<file path="config.mk">
export PLATFORM = sky130hd
export DESIGN_NAME = gyro_bias_calibrator_flat
export DESIGN_NICKNAME = d
export VERILOG_FILES = /design/src/rtl/gbc_pkg.sv /design/src/rtl/gbc_if.sv /design/src/rtl/gbc_regs.sv /design/src/rtl/gbc_div.sv /design/src/rtl/gbc_ctrl.sv /design/src/rtl/gbc_dp.sv /design/src/rtl/gyro_bias_calibrator.sv /design/src/flat_wrapper.sv
export SDC_FILE = /design/constraint.sdc
export NUM_CORES = 2
export LEC_CHECK = 0
export BUFFER_PORTS_ARGS = -buffer_cell sky130_fd_sc_hd__buf_4
export CAP_MARGIN = 40
export CORE_MARGIN = 2
export CORE_UTILIZATION = 58
export CTS_BUF_LIST = sky130_fd_sc_hd__clkbuf_2
export DETAILED_ROUTE_END_ITERATION = 12
export PLACE_DENSITY = 0.77
export REMOVE_ABC_BUFFERS = 1
export SYNTH_ARGS = -nofsm -noshare
export SYNTH_HDL_FRONTEND = slang
export SYNTH_HIERARCHICAL = 1
export SYNTH_SLANG_ARGS = --single-unit
export TNS_END_PERCENT = 50
</file>
<file path="constraint.sdc">
create_clock -name i_clk -period 7.9 [get_ports i_clk]
set_input_delay 1.58 -clock i_clk [delete_from_list [all_inputs] [get_ports i_clk]]
set_output_delay 1.58 -clock i_clk [all_outputs]
set_load 0.03 [all_outputs]
</file>
<file path="src/rtl/gbc_pkg.sv">
`timescale 1ns / 1ps

package gbc_pkg;

    // Sample format
    localparam int RAW_W     = 16;                      // raw field width on the port
    localparam int RAW_BITS  = 16;                      // bits of the raw field in use
    localparam int FRAC_BITS = 8;
    localparam int MAX_SHIFT = 4;                       // 2000 dps range code
    localparam int AXES      = 3;
    localparam int AXIS_W    = 2;

    localparam int SCALED_W  = RAW_BITS + MAX_SHIFT;    // scaled sample, signed
    localparam int OFFSET_W  = SCALED_W + FRAC_BITS;    // offset with fraction bits
    localparam int WIDE_W    = OFFSET_W + 1;            // corrected rate before trim
    localparam int RATE_W    = 29;

    // Register widths
    localparam int RANGE_W   = 3;
    localparam int CNT_W     = 16;
    localparam int WIN_W     = 8;
    localparam int LIMIT_W   = 20;
    localparam int SUM_W     = SCALED_W + CNT_W + 1;

    // Offset divider
    localparam int DIVD_W    = SUM_W + FRAC_BITS;
    localparam int DIV_CNT_W = $clog2(DIVD_W + 1);

    // APB
    localparam int APB_AW    = 4;
    localparam int APB_DW    = 32;

    localparam logic [RANGE_W-1:0] RANGE_RST  = RANGE_W'(0);
    localparam logic [CNT_W-1:0]   WLEN_RST   = CNT_W'(6000);
    localparam logic [WIN_W-1:0]   MAXWIN_RST = WIN_W'(2);
    localparam logic [LIMIT_W-1:0] LIMIT_RST  = LIMIT_W'(2253);

    typedef enum logic [1:0] {
        REG_RANGE,
        REG_WLEN,
        REG_MAXWIN,
        REG_LIMIT
    } t_reg_idx;

    typedef struct packed {
        logic [RANGE_W-1:0] range_code;
        logic [CNT_W-1:0]   window_length;
        logic [WIN_W-1:0]   max_windows;
        logic [LIMIT_W-1:0] spread_limit;
    } t_cfg;

    typedef enum logic [2:0] {
        S_IDLE,
        S_SCALE,
        S_UPDATE,
        S_CHECK,
        S_DIV_GO,
        S_DIV_WAIT,
        S_EMIT
    } t_state;

    typedef struct packed {
        logic              load_in;
        logic              scale;
        logic              update;
        logic              check;
        logic              div_start;
        logic              write_offset;
        logic              finish;
        logic              out_load;
        logic [AXIS_W-1:0] axis;
    } t_cmd;

    typedef struct packed {
        logic win_end;
        logic final_win;
        logic div_done;
        logic out_free;
    } t_status;

endpackage

</file>
<file path="src/rtl/gbc_if.sv">
`timescale 1ns / 1ps

interface gbc_in_if;
    import gbc_pkg::*;

    logic                    valid;
    logic                    ready;
    logic                    op;
    logic signed [RAW_W-1:0] raw_x;
    logic signed [RAW_W-1:0] raw_y;
    logic signed [RAW_W-1:0] raw_z;

    modport source (output valid, output op, output raw_x, output raw_y, output raw_z,
                    input ready);
    modport sink   (input valid, input op, input raw_x, input raw_y, input raw_z,
                    output ready);
endinterface

interface gbc_out_if;
    import gbc_pkg::*;

    logic                     valid;
    logic                     ready;
    logic signed [RATE_W-1:0] rate_x;
    logic signed [RATE_W-1:0] rate_y;
    logic signed [RATE_W-1:0] rate_z;
    logic                     calibrating;
    logic                     calib_done;
    logic                     calib_passed;

    modport source (output valid, output rate_x, output rate_y, output rate_z,
                    output calibrating, output calib_done, output calib_passed,
                    input ready);
    modport sink   (input valid, input rate_x, input rate_y, input rate_z,
                    input calibrating, input calib_done, input calib_passed,
                    output ready);
endinterface

</file>
<file path="src/rtl/gbc_regs.sv">
`timescale 1ns / 1ps

module gbc_regs (
    input  logic                         i_clk,
    input  logic                         i_rst_n,
    input  logic                         i_psel,
    input  logic                         i_penable,
    input  logic                         i_pwrite,
    input  logic [gbc_pkg::APB_AW-1:0]   i_paddr,
    input  logic [gbc_pkg::APB_DW-1:0]   i_pwdata,
    output logic [gbc_pkg::APB_DW-1:0]   o_prdata,
    output logic                         o_pready,
    output gbc_pkg::t_cfg                o_cfg
);
    import gbc_pkg::*;

    t_cfg     r_cfg;
    t_reg_idx w_idx;
    logic     w_wr;

    assign w_idx    = t_reg_idx'(i_paddr[APB_AW-1:2]);
    assign w_wr     = i_psel & i_penable & i_pwrite;
    assign o_pready = 1'b1;
    assign o_cfg    = r_cfg;

    always_ff @(posedge i_clk) begin
        if (!i_rst_n) begin
            r_cfg.range_code    <= RANGE_RST;
            r_cfg.window_length <= WLEN_RST;
            r_cfg.max_windows   <= MAXWIN_RST;
            r_cfg.spread_limit  <= LIMIT_RST;
        end else if (w_wr) begin
            unique case (w_idx)
                REG_RANGE:  r_cfg.range_code    <= i_pwdata[RANGE_W-1:0];
                REG_WLEN:   r_cfg.window_length <= i_pwdata[CNT_W-1:0];
                REG_MAXWIN: r_cfg.max_windows   <= i_pwdata[WIN_W-1:0];
                REG_LIMIT:  r_cfg.spread_limit  <= i_pwdata[LIMIT_W-1:0];
            endcase
        end
    end

    always_comb begin
        unique case (w_idx)
            REG_RANGE:  o_prdata = APB_DW'(r_cfg.range_code);
            REG_WLEN:   o_prdata = APB_DW'(r_cfg.window_length);
            REG_MAXWIN: o_prdata = APB_DW'(r_cfg.max_windows);
            REG_LIMIT:  o_prdata = APB_DW'(r_cfg.spread_limit);
        endcase
    end

endmodule

</file>
<file path="src/rtl/gbc_div.sv">
`timescale 1ns / 1ps

module gbc_div (
    input  logic                               i_clk,
    input  logic                               i_rst_n,
    input  logic                               i_start,
    input  logic signed [gbc_pkg::SUM_W-1:0]   i_dividend,
    input  logic        [gbc_pkg::CNT_W-1:0]   i_divisor,
    output logic                               o_done,
    output logic signed [gbc_pkg::OFFSET_W-1:0] o_quotient
);
    import gbc_pkg::*;

    logic [DIVD_W-1:0]    r_q;
    logic [CNT_W-1:0]     r_rem;
    logic [CNT_W-1:0]     r_d;
    logic                 r_neg;
    logic [DIV_CNT_W-1:0] r_cnt;
    logic                 r_done;

    logic [SUM_W-1:0]     w_mag;
    logic [CNT_W:0]       w_trial;
    logic                 w_ge;
    logic [DIVD_W-1:0]    w_qs;

    // magnitude of the sum; it is scaled up by the fraction bits on start
    assign w_mag   = i_dividend[SUM_W-1] ? SUM_W'(-i_dividend) : SUM_W'(i_dividend);
    assign w_trial = {r_rem, r_q[DIVD_W-1]};
    assign w_ge    = w_trial >= {1'b0, r_d};
    assign w_qs    = r_neg ? DIVD_W'(-r_q) : r_q;

    assign o_done     = r_done;
    assign o_quotient = w_qs[OFFSET_W-1:0];

    always_ff @(posedge i_clk) begin
        if (!i_rst_n) begin
            r_cnt  <= '0;
            r_done <= 1'b0;
        end else if (i_start) begin
            r_cnt  <= DIV_CNT_W'(DIVD_W);
            r_done <= 1'b0;
        end else if (r_cnt != '0) begin
            r_cnt  <= r_cnt - DIV_CNT_W'(1);
            r_done <= (r_cnt == DIV_CNT_W'(1));
        end else begin
            r_done <= 1'b0;
        end
    end

    // restoring division, one quotient bit per cycle
    always_ff @(posedge i_clk) begin
        if (i_start) begin
            r_q   <= DIVD_W'(w_mag) << FRAC_BITS;
            r_rem <= '0;
            r_d   <= i_divisor;
            r_neg <= i_dividend[SUM_W-1];
        end else if (r_cnt != '0) begin
            r_q   <= {r_q[DIVD_W-2:0], w_ge};
            r_rem <= w_ge ? CNT_W'(w_trial - {1'b0, r_d}) : w_trial[CNT_W-1:0];
        end
    end

endmodule

</file>
<file path="src/rtl/gbc_ctrl.sv">
`timescale 1ns / 1ps

module gbc_ctrl (
    input  logic              i_clk,
    input  logic              i_rst_n,
    input  logic              i_in_valid,
    output logic              o_in_ready,
    input  gbc_pkg::t_status  i_status,
    output gbc_pkg::t_cmd     o_cmd
);
    import gbc_pkg::*;

    t_state            r_state, n_state;
    logic [AXIS_W-1:0] r_axis, n_axis;

    always_ff @(posedge i_clk) begin
        if (!i_rst_n) begin
            r_state <= S_IDLE;
            r_axis  <= '0;
        end else begin
            r_state <= n_state;
            r_axis  <= n_axis;
        end
    end

    always_comb begin
        n_state    = r_state;
        n_axis     = r_axis;
        o_in_ready = 1'b0;
        o_cmd      = '0;
        o_cmd.axis = r_axis;

        unique case (r_state)
            S_IDLE: begin
                o_in_ready    = 1'b1;
                o_cmd.load_in = i_in_valid;
                if (i_in_valid) begin
                    n_state = S_SCALE;
                end
            end
            S_SCALE: begin
                o_cmd.scale = 1'b1;
                n_state     = S_UPDATE;
            end
            S_UPDATE: begin
                o_cmd.update = 1'b1;
                n_state      = i_status.win_end ? S_CHECK : S_EMIT;
            end
            S_CHECK: begin
                o_cmd.check = 1'b1;
                n_axis      = '0;
                n_state     = i_status.final_win ? S_DIV_GO : S_EMIT;
            end
            S_DIV_GO: begin
                o_cmd.div_start = 1'b1;
                n_state         = S_DIV_WAIT;
            end
            S_DIV_WAIT: begin
                if (i_status.div_done) begin
                    o_cmd.write_offset = 1'b1;
                    if (r_axis == AXIS_W'(AXES - 1)) begin
                        o_cmd.finish = 1'b1;
                        n_state      = S_EMIT;
                    end else begin
                        n_axis  = r_axis + AXIS_W'(1);
                        n_state = S_DIV_GO;
                    end
                end
            end
            S_EMIT: begin
                if (i_status.out_free) begin
                    o_cmd.out_load = 1'b1;
                    n_state        = S_IDLE;
                end
            end
            default: begin
                n_state = S_IDLE;
            end
        endcase
    end

endmodule

</file>
<file path="src/rtl/gbc_dp.sv">
`timescale 1ns / 1ps

module gbc_dp (
    input  logic                              i_clk,
    input  logic                              i_rst_n,
    input  gbc_pkg::t_cmd                     i_cmd,
    output gbc_pkg::t_status                  o_status,
    input  gbc_pkg::t_cfg                     i_cfg,
    input  logic                              i_op,
    input  logic signed [gbc_pkg::RAW_W-1:0]  i_raw_x,
    input  logic signed [gbc_pkg::RAW_W-1:0]  i_raw_y,
    input  logic signed [gbc_pkg::RAW_W-1:0]  i_raw_z,
    output logic                              o_valid,
    input  logic                              i_ready,
    output logic signed [gbc_pkg::RATE_W-1:0] o_rate_x,
    output logic signed [gbc_pkg::RATE_W-1:0] o_rate_y,
    output logic signed [gbc_pkg::RATE_W-1:0] o_rate_z,
    output logic                              o_calibrating,
    output logic                              o_calib_done,
    output logic                              o_calib_passed
);
    import gbc_pkg::*;

    // request and per-item results
    logic                       r_op;
    logic        [RAW_W-1:0]    r_raw    [AXES];
    logic signed [SCALED_W-1:0] r_scaled [AXES];
    logic signed [RATE_W-1:0]   r_rate   [AXES];

    // calibration state
    logic signed [OFFSET_W-1:0] r_offset [AXES];
    logic signed [SUM_W-1:0]    r_sum    [AXES];
    logic signed [SCALED_W-1:0] r_max    [AXES];
    logic signed [SCALED_W-1:0] r_min    [AXES];
    logic [CNT_W-1:0]           r_sample_count;
    logic [CNT_W-1:0]           r_div_count;
    logic [WIN_W-1:0]           r_window_count;
    logic                       r_busy;
    logic                       r_done;
    logic                       r_passed;
    logic                       r_ok;

    // output register
    logic                       r_out_valid;
    logic signed [RATE_W-1:0]   r_out_rate [AXES];
    logic                       r_out_calibrating;
    logic                       r_out_done;
    logic                       r_out_passed;

    logic [RANGE_W-1:0]         w_rng;
    logic [CNT_W-1:0]           w_wl;
    logic [WIN_W-1:0]           w_mw;
    logic signed [SCALED_W-1:0] w_ext    [AXES];
    logic signed [SCALED_W-1:0] w_scaled [AXES];
    logic signed [WIDE_W-1:0]   w_wide   [AXES];
    logic [SCALED_W:0]          w_spread [AXES];
    logic [CNT_W:0]             w_count;
    logic [WIN_W:0]             w_wc;
    logic                       w_win_end;
    logic                       w_ok;
    logic                       w_final;
    logic                       w_div_done;
    logic signed [OFFSET_W-1:0] w_quot;

    assign w_rng = (i_cfg.range_code > RANGE_W'(MAX_SHIFT)) ? RANGE_W'(MAX_SHIFT)
                                                             : i_cfg.range_code;
    assign w_wl  = (i_cfg.window_length == '0) ? CNT_W'(1) : i_cfg.window_length;
    assign w_mw  = (i_cfg.max_windows == '0) ? WIN_W'(1) : i_cfg.max_windows;

    always_comb begin
        w_ok = 1'b1;
        for (int a = 0; a < AXES; a++) begin
            w_ext[a]    = {{(SCALED_W-RAW_BITS){r_raw[a][RAW_BITS-1]}},
                           r_raw[a][RAW_BITS-1:0]};
            w_scaled[a] = w_ext[a] <<< w_rng;
            w_wide[a]   = (WIDE_W'(w_scaled[a]) <<< FRAC_BITS) - WIDE_W'(r_offset[a]);
            w_spread[a] = (SCALED_W+1)'(r_max[a]) - (SCALED_W+1)'(r_min[a]);
            if (32'(w_spread[a]) >= 32'(i_cfg.spread_limit)) begin
                w_ok = 1'b0;
            end
        end
    end

    assign w_count   = {1'b0, r_sample_count} + (CNT_W+1)'(1);
    assign w_win_end = r_busy && !r_op && (w_count >= {1'b0, w_wl});
    assign w_wc      = {1'b0, r_window_count} + (WIN_W+1)'(1);
    assign w_final   = w_ok || (w_wc >= {1'b0, w_mw});

    gbc_div u_div (
        .i_clk      (i_clk),
        .i_rst_n    (i_rst_n),
        .i_start    (i_cmd.div_start),
        .i_dividend (r_sum[i_cmd.axis]),
        .i_divisor  (r_div_count),
        .o_done     (w_div_done),
        .o_quotient (w_quot)
    );

    assign o_status.win_end   = w_win_end;
    assign o_status.final_win = w_final;
    assign o_status.div_done  = w_div_done;
    assign o_status.out_free  = !r_out_valid || i_ready;

    always_ff @(posedge i_clk) begin
        if (i_cmd.load_in) begin
            r_op     <= i_op;
            r_raw[0] <= i_raw_x;
            r_raw[1] <= i_raw_y;
            r_raw[2] <= i_raw_z;
        end
        if (i_cmd.scale) begin
            for (int a = 0; a < AXES; a++) begin
                r_scaled[a] <= w_scaled[a];
                r_rate[a]   <= RATE_W'(w_wide[a]);
            end
        end
        if (i_cmd.check) begin
            r_ok <= w_ok;
        end
    end

    always_ff @(posedge i_clk) begin
        if (!i_rst_n) begin
            for (int a = 0; a < AXES; a++) begin
                r_offset[a] <= '0;
                r_sum[a]    <= '0;
                r_max[a]    <= '0;
                r_min[a]    <= '0;
            end
            r_sample_count <= '0;
            r_div_count    <= '0;
            r_window_count <= '0;
            r_busy         <= 1'b0;
            r_done         <= 1'b0;
            r_passed       <= 1'b0;
        end else begin
            if (i_cmd.update) begin
                r_done   <= 1'b0;
                r_passed <= 1'b0;
                if (r_op) begin
                    // start request: restart from scratch
                    r_busy         <= 1'b1;
                    r_window_count <= '0;
                    r_sample_count <= '0;
                    for (int a = 0; a < AXES; a++) begin
                        r_sum[a] <= '0;
                        r_max[a] <= '0;
                        r_min[a] <= '0;
                    end
                end else if (r_busy) begin
                    for (int a = 0; a < AXES; a++) begin
                        if (r_sample_count == '0) begin
                            r_max[a] <= r_scaled[a];
                            r_min[a] <= r_scaled[a];
                        end else begin
                            if (r_scaled[a] > r_max[a]) r_max[a] <= r_scaled[a];
                            if (r_scaled[a] < r_min[a]) r_min[a] <= r_scaled[a];
                        end
                        r_sum[a] <= r_sum[a] + SUM_W'(r_scaled[a]);
                    end
                    if (w_win_end) begin
                        r_div_count <= w_count[CNT_W-1:0];
                    end else begin
                        r_sample_count <= w_count[CNT_W-1:0];
                    end
                end
            end
            // window over but more windows to go: start the next one
            if (i_cmd.check && !w_final) begin
                r_window_count <= w_wc[WIN_W-1:0];
                r_sample_count <= '0;
                for (int a = 0; a < AXES; a++) begin
                    r_sum[a] <= '0;
                    r_max[a] <= '0;
                    r_min[a] <= '0;
                end
            end
            if (i_cmd.write_offset) begin
                r_offset[i_cmd.axis] <= w_quot;
            end
            if (i_cmd.finish) begin
                r_busy         <= 1'b0;
                r_done         <= 1'b1;
                r_passed       <= r_ok;
                r_window_count <= '0;
                r_sample_count <= '0;
                for (int a = 0; a < AXES; a++) begin
                    r_sum[a] <= '0;
                    r_max[a] <= '0;
                    r_min[a] <= '0;
                end
            end
        end
    end

    always_ff @(posedge i_clk) begin
        if (!i_rst_n) begin
            r_out_valid <= 1'b0;
        end else if (i_cmd.out_load) begin
            r_out_valid <= 1'b1;
        end else if (i_ready) begin
            r_out_valid <= 1'b0;
        end
    end

    always_ff @(posedge i_clk) begin
        if (i_cmd.out_load) begin
            for (int a = 0; a < AXES; a++) begin
                r_out_rate[a] <= r_op ? '0 : r_rate[a];
            end
            r_out_calibrating <= r_busy;
            r_out_done        <= r_done;
            r_out_passed      <= r_passed;
        end
    end

    assign o_valid        = r_out_valid;
    assign o_rate_x       = r_out_rate[0];
    assign o_rate_y       = r_out_rate[1];
    assign o_rate_z       = r_out_rate[2];
    assign o_calibrating  = r_out_calibrating;
    assign o_calib_done   = r_out_done;
    assign o_calib_passed = r_out_passed;

endmodule

</file>
<file path="src/rtl/gyro_bias_calibrator.sv">
`timescale 1ns / 1ps

// Gyro bias calibrator. Every request gives one result: a gyro sample is
// shifted left by the range code (capped at 4), given 8 fraction bits and
// has the stored per-axis offset taken off; a start request clears the
// statistics and begins a calibration, which collects windows of
// window_length samples and, once a window has every axis spread below
// spread_limit or max_windows windows have ended, sets each offset to the
// window mean. One request is handled at a time: after acceptance it passes
// through S_SCALE and S_UPDATE, then S_CHECK when it closes a window, then
// S_DIV_GO and S_DIV_WAIT for each axis when it ends the calibration, since
// the three offsets go one after another through a shared restoring divider
// that produces one quotient bit (45 in all) per cycle, and in S_EMIT the
// result register is loaded once the output is free. The result register
// frees the input side, so the next request is taken while a result waits.
module gyro_bias_calibrator (
    input  logic                        i_clk,
    input  logic                        i_rst_n,
    gbc_in_if.sink                      i_sample,
    gbc_out_if.source                   o_result,
    input  logic                        psel,
    input  logic                        penable,
    input  logic                        pwrite,
    input  logic [gbc_pkg::APB_AW-1:0]  paddr,
    input  logic [gbc_pkg::APB_DW-1:0]  pwdata,
    output logic [gbc_pkg::APB_DW-1:0]  prdata,
    output logic                        pready
);
    import gbc_pkg::*;

    t_cfg    w_cfg;
    t_cmd    w_cmd;
    t_status w_status;

    gbc_regs u_regs (
        .i_clk     (i_clk),
        .i_rst_n   (i_rst_n),
        .i_psel    (psel),
        .i_penable (penable),
        .i_pwrite  (pwrite),
        .i_paddr   (paddr),
        .i_pwdata  (pwdata),
        .o_prdata  (prdata),
        .o_pready  (pready),
        .o_cfg     (w_cfg)
    );

    gbc_ctrl u_ctrl (
        .i_clk      (i_clk),
        .i_rst_n    (i_rst_n),
        .i_in_valid (i_sample.valid),
        .o_in_ready (i_sample.ready),
        .i_status   (w_status),
        .o_cmd      (w_cmd)
    );

    gbc_dp u_dp (
        .i_clk          (i_clk),
        .i_rst_n        (i_rst_n),
        .i_cmd          (w_cmd),
        .o_status       (w_status),
        .i_cfg          (w_cfg),
        .i_op           (i_sample.op),
        .i_raw_x        (i_sample.raw_x),
        .i_raw_y        (i_sample.raw_y),
        .i_raw_z        (i_sample.raw_z),
        .o_valid        (o_result.valid),
        .i_ready        (o_result.ready),
        .o_rate_x       (o_result.rate_x),
        .o_rate_y       (o_result.rate_y),
        .o_rate_z       (o_result.rate_z),
        .o_calibrating  (o_result.calibrating),
        .o_calib_done   (o_result.calib_done),
        .o_calib_passed (o_result.calib_passed)
    );

    // one request in flight at a time
    a_one_request: assert property (@(posedge i_clk) disable iff (!i_rst_n)
        i_sample.valid && i_sample.ready |=> !i_sample.ready)
        else $error("request accepted while another is in flight");

    // a result is never loaded over one that has not been taken
    a_no_overwrite: assert property (@(posedge i_clk) disable iff (!i_rst_n)
        w_cmd.out_load |-> (!o_result.valid || o_result.ready))
        else $error("result register overwritten");

    a_done_idle: assert property (@(posedge i_clk) disable iff (!i_rst_n)
        o_result.valid && o_result.calib_done |-> !o_result.calibrating)
        else $error("calibration reported done while still running");

    a_pass_done: assert property (@(posedge i_clk) disable iff (!i_rst_n)
        o_result.valid && o_result.calib_passed |-> o_result.calib_done)
        else $error("pass flag without end of calibration");

endmodule
</file>
<file path="src/flat_wrapper.sv">
// flat-port wrapper written by rule: the top's interface ports become plain ports
module gyro_bias_calibrator_flat import gbc_pkg::*;
  (i_clk, i_rst_n, psel, penable, pwrite, paddr, pwdata, prdata, pready, i_sample_valid, i_sample_op, i_sample_raw_x, i_sample_raw_y, i_sample_raw_z, i_sample_ready, o_result_valid, o_result_rate_x, o_result_rate_y, o_result_rate_z, o_result_calibrating, o_result_calib_done, o_result_calib_passed, o_result_ready);
  gbc_in_if i_sample_i ();
  gbc_out_if o_result_i ();
  input  logic i_clk;
  input  logic i_rst_n;
  input  logic psel;
  input  logic penable;
  input  logic pwrite;
  input  logic [gbc_pkg::APB_AW-1:0] paddr;
  input  logic [gbc_pkg::APB_DW-1:0] pwdata;
  output logic [gbc_pkg::APB_DW-1:0] prdata;
  output logic pready;
  input wire logic [$bits(i_sample_i.valid)-1:0] i_sample_valid;
  input wire logic [$bits(i_sample_i.op)-1:0] i_sample_op;
  input wire logic [$bits(i_sample_i.raw_x)-1:0] i_sample_raw_x;
  input wire logic [$bits(i_sample_i.raw_y)-1:0] i_sample_raw_y;
  input wire logic [$bits(i_sample_i.raw_z)-1:0] i_sample_raw_z;
  output wire logic [$bits(i_sample_i.ready)-1:0] i_sample_ready;
  output wire logic [$bits(o_result_i.valid)-1:0] o_result_valid;
  output wire logic [$bits(o_result_i.rate_x)-1:0] o_result_rate_x;
  output wire logic [$bits(o_result_i.rate_y)-1:0] o_result_rate_y;
  output wire logic [$bits(o_result_i.rate_z)-1:0] o_result_rate_z;
  output wire logic [$bits(o_result_i.calibrating)-1:0] o_result_calibrating;
  output wire logic [$bits(o_result_i.calib_done)-1:0] o_result_calib_done;
  output wire logic [$bits(o_result_i.calib_passed)-1:0] o_result_calib_passed;
  input wire logic [$bits(o_result_i.ready)-1:0] o_result_ready;
  assign i_sample_i.valid = i_sample_valid;
  assign i_sample_i.op = i_sample_op;
  assign i_sample_i.raw_x = i_sample_raw_x;
  assign i_sample_i.raw_y = i_sample_raw_y;
  assign i_sample_i.raw_z = i_sample_raw_z;
  assign i_sample_ready = i_sample_i.ready;
  assign o_result_valid = o_result_i.valid;
  assign o_result_rate_x = o_result_i.rate_x;
  assign o_result_rate_y = o_result_i.rate_y;
  assign o_result_rate_z = o_result_i.rate_z;
  assign o_result_calibrating = o_result_i.calibrating;
  assign o_result_calib_done = o_result_i.calib_done;
  assign o_result_calib_passed = o_result_i.calib_passed;
  assign o_result_i.ready = o_result_ready;
  gyro_bias_calibrator u_core (.i_clk(i_clk), .i_rst_n(i_rst_n), .i_sample(i_sample_i), .o_result(o_result_i), .psel(psel), .penable(penable), .pwrite(pwrite), .paddr(paddr), .pwdata(pwdata), .prdata(prdata), .pready(pready));
endmodule
</file>
==> out/metrics.yaml <==
outcome: "finished clean"
drive_gt1_frac: 0.1220
wl_um: 136900
slowest_stage: "or4_1"
ys.flop_type: "edfxtp_1"
grt_first_pass_wirelength_um: 211500
start_util: 0.5860
grt_busiest_layer: "met2"
path_delay_family: "compound AO/OA/AOI/OAI gates"
synthToLayoutAreaGrowth_pct: 8.649
synth-edff-count: 465
clkPwrFrac: 0.219
grt_antenna_before_repair: 5
maxCapViolations: 0
cp_common_cell: "a21oi_1"
p_sw_w: 0.005082
htreeDepth: 4
hold_viol: 0
clkSlewWorstSetupHoldPaths_ns: 0.11
grt_usage: 0.3021
critPathKind: "flip-flop to flip-flop"
io_pins: 217
crit_fanout: 190
rows: 107
ir_worst_vdd_mv: 0.1703
wl_per_cell_um: 20.19
async_flop_share: 0
dr.pass1.iters: 8
skew_ns: 0.1142
required_ns: 9.28
worstMarginPinSlew_ns: 1.188
grt_util_met1: 0.4143
die_x_um: 297.3
final_cell_count_no_fill: 6781
syn_inst: 5245
gr-usage-met3: 0.05156
cts_sinks: 783
rsz0062_at_grt: "false"
globalplace.congestion: 0.9511
cts_setup_buffers: 0
setup_viol: 0
power.total_w: 0.01294
min-delay-path-class: "input pin to flip-flop"
hold_ws_ns: 0.2533
grt_overflow: 0
drcViolationCount: 0
startpoint_type: "flip-flop"
grt_pass1_vias: 38360
switching_share: 0.3928
ys_types: 111
endpoint_kind: "flip-flop"
cts_made_buffers: 199
p_comb_frac: 0.350
grt_util_met2: 0.4804
num_vias: 40710
fmax_mhz: 163.9
min_period_ns: 6.100
dpl.cell_count: 6402
cellPowerDensity_nw_per_um2: 238.7
max_stage_delay_ns: 0.63
final_nets: 6015
crit_buf_inv: 3
clock_insertion_delay_worst_skew_ns: 1.51
cts_tree: "yes"
post-route-period-util: 0.7722
grt_max_degree: 191
cts_hold_buffers: 0
arrival_ns: 7.48
dieArea_um2: 88390
p_seq_frac: 0.431
first_iter_violations: 3547
ys_seq_area_frac: 0.4075
synth_area_um2: 49890
core_um2: 85150
cts-root-buf: "clkbuf_2"
dp_hpwl_um: 100200
n_fill_cell: 7163
cp_cell_sequence: "inv_1, ha_1, fa_1, nand2b_1, a21boi_1, a31o_1, o21a_1, a21oi_1, nor2b_1, nor2_1, xnor2_1, ha_1, a21oi_1, o21ai_1, a2111oi_0, a21oi_1, o221ai_1, o311ai_1, o31ai_2, buf_4, a21boi_4, buf_12, or4_1, o21ai_1"
final_util: 0.6367
ctsLongestPathBuffers: 3
port_buffers: 189
antenna_left: 0
routed_via_density: 6.003
slew_headroom: 0.2078
synth_warnings: 6
syn_area_per_cell_um2: 9.513
intPower_w: 0.007857
slew_violations: 0
power.leakage_nw: 22.83
die_h_um: 297.3
cts_resized: 0
ys_seq_elements: 783
synthesized netlist by cell type (11+ instances only):
library cell  count  share of area
edfxtp_1        465           0.28
ha_1            457           0.11
nand2_1         439          0.033
nor2_1          396          0.030
inv_1           361          0.027
a21oi_1         340          0.034
dfxtp_1         318           0.13
o21ai_0         237          0.024
xnor2_1         214          0.038
mux2i_1         165          0.033
clkbuf_1        164          0.012
nor2b_1         151          0.019
and2_1          146          0.018
a21o_1          120          0.018
nand3_1         113          0.011
a22oi_1         112          0.017
xor2_1           83          0.015
nor3_1           66         0.0066
o21a_1           60         0.0090
nand2b_1         56         0.0070
and3_1           54         0.0068
nand4_1          49         0.0061
a211oi_1         42         0.0063
o21bai_1         39         0.0059
buf_2            36         0.0036
a22o_1           34         0.0060
mux2_2           33         0.0074
nor4_1           32         0.0040
o31ai_1          32         0.0048
a31oi_1          26         0.0033
buf_4            26         0.0039
o211ai_1         23         0.0035
nor3b_1          21         0.0032
o21ai_1          20         0.0020
or3_1            18         0.0023
or2_2            14         0.0018
a21boi_0         13         0.0020
o211a_1          13         0.0026
and4_1           12         0.0021
nand3b_1         12         0.0018
or4_1            11         0.0017
cell families after synthesis:
family          Yosys count  share of synthesized area
buf+inv                 605                    0.04950
xor+xnor                297                    0.05214
fa+ha+maj               464                     0.1174
compound gates         1260                     0.1667
simple gates           1627                     0.1623
flops                   783                     0.4075
other cells               2                  0.0001505
mux                     207                    0.04439
flip-flops by register name, summed over array words and instances, names as in the netlist, 8 cells and up:
name	flops
u_core/u_regs/o_cfg	47
u_core/u_dp/r_out_rate	87
u_core/u_dp/r_rate	87
u_core/u_dp/r_max	60
u_core/u_dp/r_sample_count	16
u_core/u_dp/u_div/r_q	45
u_core/u_dp/r_min	60
u_core/u_dp/r_raw	48
u_core/u_dp/u_div/r_rem	16
u_core/u_dp/u_div/r_d	16
u_core/u_dp/r_div_count	16
u_core/u_dp/r_scaled	60
u_core/u_dp/r_offset	84
u_core/u_dp/r_window_count	8
u_core/u_dp/r_sum	111
worst reg2reg max path: cells and delay by family, from the launching register on:
family / cells / cell delay [ns]
AO/OA/AOI/OAI: 13 / 2.61
XOR/XNOR: 1 / 0.23
adder cells (fa/ha/maj): 3 / 0.92
buffers and inverters: 3 / 0.67
flip-flops: 1 / 0.39
AND/OR/NAND/NOR: 4 / 1.18
area by class of cell:
| class | count | area, um2 | share of cell area |
|---|---|---|---|
| Clock inverter | 83 | 417.9 | 0.007709 |
| Inverter | 362 | 1359 | 0.02507 |
| Timing Repair Buffer | 245 | 1972 | 0.03638 |
| Antenna cell | 4 | 10.01 | 0.0001846 |
| Multi-Input combinational cell | 3868 | 27220 | 0.5021 |
| Clock buffer | 292 | 1461 | 0.02696 |
| Tap cell | 1144 | 1431 | 0.02640 |
| Sequential cell | 783 | 20340 | 0.3752 |
power groups by stage:
stage / registers (W) / logic, W / clock network [W]
4_1_cts: 0.00555 / 0.00446 / 0.00291
2_1_floorplan: 0.00553 / 0.00309 / 0
3_5_place_dp: 0.00564 / 0.00443 / 0
6_report: 0.00558 / 0.00452 / 0.00284
3_3_place_gp: 0.00563 / 0.00427 / 0
5_1_grt: 0.00562 / 0.00494 / 0.00312
worst paths after layout:
check,start,depth (start not counted),slack [ns],to
hold reg to reg,u_core/u_dp/r_div_count[9]$_SDFFE_PN0P_,0,0.42,u_core/u_dp/u_div/r_d[9]$_DFFE_PP_
setup reg to reg,u_core/u_dp/r_max[0][40]$_DFFE_PP_,24,1.80,u_core/u_dp/r_sum[2][36]$_SDFFE_PP0P_
setup / recovery,u_core/u_dp/r_max[0][40]$_DFFE_PP_,24,1.80,u_core/u_dp/r_sum[2][36]$_SDFFE_PP0P_
hold / removal,i_sample_raw_z[15],1,0.25,u_core/u_dp/r_raw[0][47]$_DFFE_PP_
per-stage QoR:
step	cell area (um2)	setup slack [ns]	TNS (ns)
finish	54210	1.800	0
global route	54210	1.497	0
CTS	54200	1.890	0
detailed placement	52320	1.858	0
global placement	52130	1.995	0
floorplan	48820	-1.031	-89.85
metal layers:
layer | vias up | part of all wire
met3 | 243 | 0.083
met1 | 19400 | 0.43
met2 | 1610 | 0.46
met5 | - | 0.000080
li1 | 19450 | -
met4 | 2 | 0.031
cells in the final DEF (no fill, tap or decap), types with 214 or more instances in the layout:
| cell | synthesis | layout |
|---|---|---|
| a21oi_1 | 340 | 340 |
| buf_4 | 26 | 229 |
| clkbuf_2 | 0 | 292 |
| dfxtp_1 | 318 | 314 |
| edfxtp_1 | 465 | 465 |
| ha_1 | 457 | 457 |
| inv_1 | 361 | 361 |
| nand2_1 | 439 | 439 |
| nor2_1 | 396 | 391 |
| o21ai_0 | 237 | 236 |
| xnor2_1 | 214 | 214 |
No activity file was read; power rests on OpenSTA's default activity.
